===== src/rtl/fcms_pkg.sv =====
// Package: sketch geometry, register indexes, lane status types.
package fcms_pkg;
  localparam int unsigned Rows = 2;
  localparam int unsigned Leaves = 4096;
  localparam int unsigned Fanout = 8;
  localparam int unsigned Size1 = (Leaves + Fanout - 1) / Fanout;
  localparam int unsigned Size2 = (Size1 + Fanout - 1) / Fanout;
  localparam int unsigned LeafW = $clog2(Leaves);
  localparam int unsigned Idx1W = $clog2(Size1);
  localparam int unsigned Idx2W = $clog2(Size2);
  localparam int unsigned ClrW = LeafW + 1;
  localparam int unsigned CfgIdxW = 2;
  localparam int unsigned CfgDataW = 32;

  typedef enum logic [CfgIdxW-1:0] {
    RegHeavyThreshold = 2'd0,
    RegFirstMax       = 2'd1,
    RegSecondMax      = 2'd2,
    RegUnused         = 2'd3
  } cfg_reg_e;

  typedef enum logic [1:0] {
    StClear = 2'd0,
    StIdle  = 2'd1,
    StRead  = 2'd2,
    StWrite = 2'd3
  } state_e;

  typedef struct packed {
    logic clear;
    logic [ClrW-1:0] clr_addr;
    logic rd;
    logic wr;
    logic ins;
  } lane_ctrl_t;
endpackage


===== src/rtl/fcms_if.sv =====


interface fcms_out_if;
  logic valid;
  logic ready;
  logic [31:0] estimate;
  logic heavy_hitter;
  modport source (output valid, estimate, heavy_hitter, input ready);
  modport sink (input valid, estimate, heavy_hitter, output ready);
endinterface



===== src/rtl/fcms_merge.sv =====
// Merge lane sums: minimum estimate and any heavy flag, into the output register.
module fcms_merge (
  input  logic clk_i,
  input  logic rst_ni,
  input  logic load_i,
  input  logic [fcms_pkg::Rows-1:0][31:0] sum_i,
  input  logic [fcms_pkg::Rows-1:0] heavy_i,
  fcms_out_if.source out
);
  import fcms_pkg::*;

  logic [31:0] best;
  logic valid_q;
  logic [31:0] est_q;
  logic hh_q;

  always_comb begin
    best = 32'hFFFFFFFF;
    for (int r = 0; r < Rows; r++) begin
      if (sum_i[r] < best) best = sum_i[r];
    end
  end

  always_ff @(posedge clk_i or negedge rst_ni) begin
    if (!rst_ni) begin
      valid_q <= 1'b0;
    end else if (load_i) begin
      valid_q <= 1'b1;
    end else if (out.ready) begin
      valid_q <= 1'b0;
    end
  end

  always_ff @(posedge clk_i) begin
    if (load_i) begin
      est_q <= best;
      hh_q <= |heavy_i;
    end
  end

  assign out.valid = valid_q;
  assign out.estimate = est_q;
  assign out.heavy_hitter = hh_q;
endmodule


===== src/flat_wrapper.sv =====
// flat-port wrapper written by rule: the top's interface ports become plain ports
module fcms_merge_flat import fcms_pkg::*;
  (clk_i, rst_ni, load_i, sum_i, heavy_i, out_valid, out_estimate, out_heavy_hitter, out_ready);
  fcms_out_if out_i ();
  input  logic clk_i;
  input  logic rst_ni;
  input  logic load_i;
  input  logic [fcms_pkg::Rows-1:0][31:0] sum_i;
  input  logic [fcms_pkg::Rows-1:0] heavy_i;
  output wire logic [$bits(out_i.valid)-1:0] out_valid;
  output wire logic [$bits(out_i.estimate)-1:0] out_estimate;
  output wire logic [$bits(out_i.heavy_hitter)-1:0] out_heavy_hitter;
  input wire logic [$bits(out_i.ready)-1:0] out_ready;
  assign out_valid = out_i.valid;
  assign out_estimate = out_i.estimate;
  assign out_heavy_hitter = out_i.heavy_hitter;
  assign out_i.ready = out_ready;
  fcms_merge u_core (.clk_i(clk_i), .rst_ni(rst_ni), .load_i(load_i), .sum_i(sum_i), .heavy_i(heavy_i), .out(out_i));
endmodule

===== config.mk =====
export PLATFORM = sky130hd
export DESIGN_NAME = fcms_merge_flat
export DESIGN_NICKNAME = d
export VERILOG_FILES = /design/src/rtl/fcms_pkg.sv /design/src/rtl/fcms_if.sv /design/src/rtl/fcms_merge.sv /design/src/flat_wrapper.sv
export SDC_FILE = /design/constraint.sdc
export NUM_CORES = 1
export LEC_CHECK = 0
export BUFFER_PORTS_ARGS = -buffer_cell sky130_fd_sc_hd__buf_2
export CAP_MARGIN = 20
export CORE_ASPECT_RATIO = 1.1
export CORE_MARGIN = 10
export CORE_UTILIZATION = 25
export DETAILED_ROUTE_END_ITERATION = 7
export GPL_TIMING_DRIVEN = 0
export PLACE_DENSITY_LB_ADDON = 0.12
export SLEW_MARGIN = 20
export SYNTH_ARGS = -nofsm -noshare
export SYNTH_HDL_FRONTEND = slang
export SYNTH_SLANG_ARGS = --single-unit

===== constraint.sdc =====
create_clock -name clk_i -period 0.8 [get_ports clk_i]
set_input_delay 0.16 -clock clk_i [delete_from_list [all_inputs] [get_ports clk_i]]
set_output_delay 0.16 -clock clk_i [all_outputs]
set_load 0.01 [all_outputs]

# --- Word-level counts from Yosys, hierarchy flattened ---
# Cells that the tools add are included.
totals:
  regBits: 34
  input_bits: 70
classes:
  n_lt_le_gt_ge: 2
  n_mux: 4
  reduce_logical: 2
op_table:
  columns: ["operator", "n"]
  rows:
  - ["32-bit two-way mux", 2]
  - ["32-bit < comparator", 1]
  - ["32-bit < comparator, second input constant", 1]
  - ["1-bit two-way mux", 2]
  - ["2-bit nonzero test", 1]
  - ["2-bit OR reduction", 1]

# --- Longest topological paths before layout ---
logic_depth:
  word_depth: 4
  mapped_depth: 9

# --- Least setup slack after synthesis ---
# OpenSTA, ideal clock, no wires.
synth_path:
  path_type: "in2reg"
  from: "input port sum_i[1] (netlist bit)"
  to: "register u_core.est_q[10], in the netlist u_core.out.estimate[10], data pin"
  setup_time_ps: 260
  arrival_ps: 2136
  required_ps: 540
  path_slack_ps: -1596
  cell_stages: 8
  path_cell_list: "inv_1 -> ha_1 -> a2111o_1 -> a31oi_2 -> o221ai_2 -> a2111oi_4 -> buf_6 -> mux2_4"
synth_via:
  elab_chain_len: 4
synth_rtl:
  columns: ["element", "line_no", "rtl"]
  rows:
  - ["from (decl)", "flat_wrapper.sv:8", "input logic [fcms_pkg::Rows-1:0][31:0] sum_i;"]
  - ["32-bit < comparator", "fcms_merge.sv:20", "if (sum_i[r] < best) best = sum_i[r];"]
  - ["32-bit two-way mux *", "fcms_merge.sv:20", null]
  - ["32-bit < comparator", "fcms_merge.sv:20", null]
  - ["32-bit two-way mux *", "fcms_merge.sv:20", null]
  - ["net u_core.best[10]", "fcms_merge.sv:12", "logic [31:0] best;"]
  - ["to (signal assigned)", "fcms_merge.sv:36", "est_q <= best;"]
  - ["to (decl)", "fcms_merge.sv:14", "logic [31:0] est_q;"]
# The timed path passes the listed nets; every way through them passes the cells marked *.
# A chain may end at the register's enable or synchronous reset.

# --- Final worst setup path ---
layout_path:
  from: "input port sum_i[1] (netlist bit)"
  to: "register u_core.est_q[25], in the netlist u_core.out.estimate[25], data pin"
# Same word-level chain as after synthesis.

==> flow_summary.json <==
{
  "crit_type": "in -> reg",
  "synthCells": 178,
  "end_kind": "register",
  "portBuffers": 103,
  "dpl-instance-area_um2": 3020,
  "grt_max_degree": 35,
  "first_iter_violations": 29,
  "synth_common_cells": "edfxtp_1 (33), inv_1 (33), ha_1 (31)",
  "io_pins": 104,
  "crit_path_max_incr_delay_ns": 0.42,
  "drc": 0,
  "die_h_um": 121,
  "slew_headroom_pct": 63.7,
  "p_total_mw": 5.29,
  "rows": 36,
  "post-route-util_pct": 37.2,
  "synth_edf_count": 33,
  "numCtsBuffers": 5,
  "synth_cell_types": 26,
  "hold_viol": 0,
  "num_vias": 1761,
  "yosysSeqAreaShare_pct": 43.5,
  "ir_drop_uv": 751,
  "fin_nets": 396,
  "antenna_cells": 0,
  "area_delta_synth_final_pct": 43.6,
  "antenna_found_initial": 0,
  "tightest_slew_ns": 0.540,
  "synth_top_area_share_pct": 42.4,
  "cts_sinks": 34,
  "path_clk_slew_ns": 0.08,
  "violations": "setup timing",
  "yosys_warnings": 0,
  "cpLargestDelayFamily": "compound AO/OA/AOI/OAI gates",
  "postSynthAreaPerCell_um2": 13.1,
  "synth_ff_type": "edfxtp_1",
  "grt_first_pass_wirelength_mm": 10.3,
  "arrival_ns": 2.29,
  "ant_nets": 0,
  "synth_area_um2": 2330,
  "crit_slowest_cell": "a2111oi_4",
  "max_cap_viol_count": 0,
  "ys_seq_elements": 34,
  "hpwlAfterDp_mm": 5.16,
  "wl_mm": 6.53,
  "status": "finished with violations",
  "crit_required_ns": 0.85,
  "min_period_ns": 2.24,
  "fp.dieW_um": 112,
  "async_reset_ff_share_pct": 2.94,
  "crit_chain": "buf_12 -> inv_12 -> ha_4 -> a2111o_1 -> a31oi_4 -> o221ai_4 -> a2111oi_4 -> buf_6 -> clkbuf_16 -> mux2_4",
  "finalCritPeriodShare_pct": 280,
  "grt_pass1_vias": 2052,
  "wl_per_cell_um": 15.9,
  "grt.total_usage_pct": 9.31,
  "rsz0062_at_grt": "true",
  "viasPerCell": 4.30,
  "hold_class": "in -> reg",
  "root_buffer": "clkbuf_8",
  "finalMaxSlewViolations": 0,
  "grt_overflow": 0,
  "fin_skew_ns": 0,
  "finalSetupViolCount": 67,
  "syn_nets": 279,
  "start_util_pct": 25.9,
  "die_area_um2": 13600,
  "clock_latency_ns": 0.28,
  "synth_top_area_cell": "edfxtp_1",
  "path_buf_inv": 4,
  "start_kind": "input pin",
  "cts_buffer_depth": 2,
  "core_area_um2": 9010,
  "ys_top_cells_by_area": "edfxtp_1 (42%), mux2_4 (19%), ha_1 (17%)",
  "cts_tree": "done",
  "path_max_fanout": 5,
  "drive_gt1_share_pct": 56.4,
  "fillers": 934,
  "gp_congestion": 0.707,
  "drt_first_pass_iters": 3,
  "h-tree-depth": 2,
  "p_leak_nw": 1.63,
  "postLayoutCellArea_um2": 3350,
  "setup_ws_ns": -1.44,
  "fmax_mhz": 446,
  "powerDensity_nw_per_um2": 1580
}
## final timing paths
path | start | depth (start not counted) | endpoint | slack, ns
setup / recovery | sum_i[1] | 10 | u_core.out.estimate[25]$_DFFE_PP_ | -1.44
hold / removal | heavy_i[0] | 2 | u_core.out.heavy_hitter$_DFFE_PP_ | 0.14
setup reg to reg | u_core.out.valid$_DFFE_PN0P_ | 3 | u_core.out.valid$_DFFE_PN0P_ | -0.09
hold reg to reg | u_core.out.valid$_DFFE_PN0P_ | 3 | u_core.out.valid$_DFFE_PN0P_ | 0.67
max in group asynchronous | rst_ni | 2 | u_core.out.valid$_DFFE_PN0P_ | 0.53
min in group asynchronous | rst_ni | 2 | u_core.out.valid$_DFFE_PN0P_ | 0.18
## power by group
group	internal, mW	total, mW	switching [mW]
Sequential	2.19	2.24	0.0467
Clock	0.704	1.37	0.662
Combinational	0.924	1.68	0.760
## cell families (layout without fill, tap and decap cells)
kind of cell / count (synthesis) / count (layout) / synth area share [%]
buf+inv: 36 / 154 / 6.75
mux: 32 / 32 / 20.3
fa+ha+maj: 31 / 31 / 16.6
simple gates: 20 / 20 / 4.56
flops: 34 / 34 / 43.5
compound gates: 25 / 25 / 8.31
## stage by stage
step / worst slack, ns / TNS [ns] / cells / hold WS, ns
after floorplan: -1.51 / -48.15 / 178 / -0.136
final: -1.44 / -50.29 / 410 / 0.137
after global placement: -2.01 / -77.78 / 395 / -0.0651
after global routing: -1.52 / -54.07 / 410 / 0.129
after detailed placement: -2.04 / -79.49 / 395 / -0.0633
after CTS: -1.47 / -51.71 / 410 / 0.130
## sequential cells by signal, indices dropped and copies added (netlist names)
name,flops
u_core.out.estimate,32
u_core.out.valid,1
u_core.out.heavy_hitter,1
## cell type report
cell class | count | area [um2] | area share, %
clock buffers | 8 | 90.1 | 2.69
plain buffers | 1 | 20.0 | 0.597
flip-flops and latches | 34 | 1020 | 30.3
inverters | 33 | 139 | 4.14
repair buffers | 112 | 677 | 20.2
well taps | 114 | 143 | 4.25
multi-input cells | 108 | 1270 | 37.8
## worst register-to-register path, delay by kind of cell (launching register included)
| family | cells | cell delay [ns] |
|---|---|---|
| buffers and inverters | 2 | 0.25 |
| AOI/OAI and AO/OA | 1 | 0.16 |
| DFF | 1 | 0.38 |
## layout by cell type, fill, tap and decap left out, drive strengths merged
| master | Yosys | routed |
|---|---|---|
| nand4 | 7 | 7 |
| a2111o | 1 | 1 |
| o21ai | 5 | 5 |
| nand2b | 2 | 2 |
| a31oi | 2 | 2 |
| o211ai | 1 | 1 |
| edfxtp | 33 | 33 |
| ha | 31 | 31 |
| o221ai | 1 | 1 |
| a21oi | 7 | 7 |
| a211oi | 3 | 3 |
| mux2 | 32 | 32 |
| buf | 3 | 111 |
| inv | 33 | 33 |
| clkbuf | 0 | 9 |
| nand2 | 2 | 2 |
| dfrtp | 1 | 1 |
| or2 | 1 | 1 |
| a21o | 3 | 3 |
| a2111oi | 2 | 2 |
| nor3 | 1 | 1 |
| dlygate4sd3 | 0 | 1 |
| nor2 | 4 | 4 |
| nand3 | 2 | 2 |
| nor4 | 1 | 1 |
## metal layers
layer	track usage (%)	wire length, um	vias up	share of wire (%)
li1	-	-	885	-
met1	10.4	2850	806	44
met2	16.0	3140	65	48
met3	3.91	482	5	7.4
met4	2.38	53	0	0.81
met5	0	0	-	0
## repair_timing
item,4_1_cts,5_1_grt
setup buffers,6,1
endpoints found under the hold margin,1,0
gates cloned,1,1
resized for setup,21,15
setup endpoints to repair,99,66
hold buffers,1,0
pin swaps,6,7
Note: power is estimated with default switching activity, not from simulation.
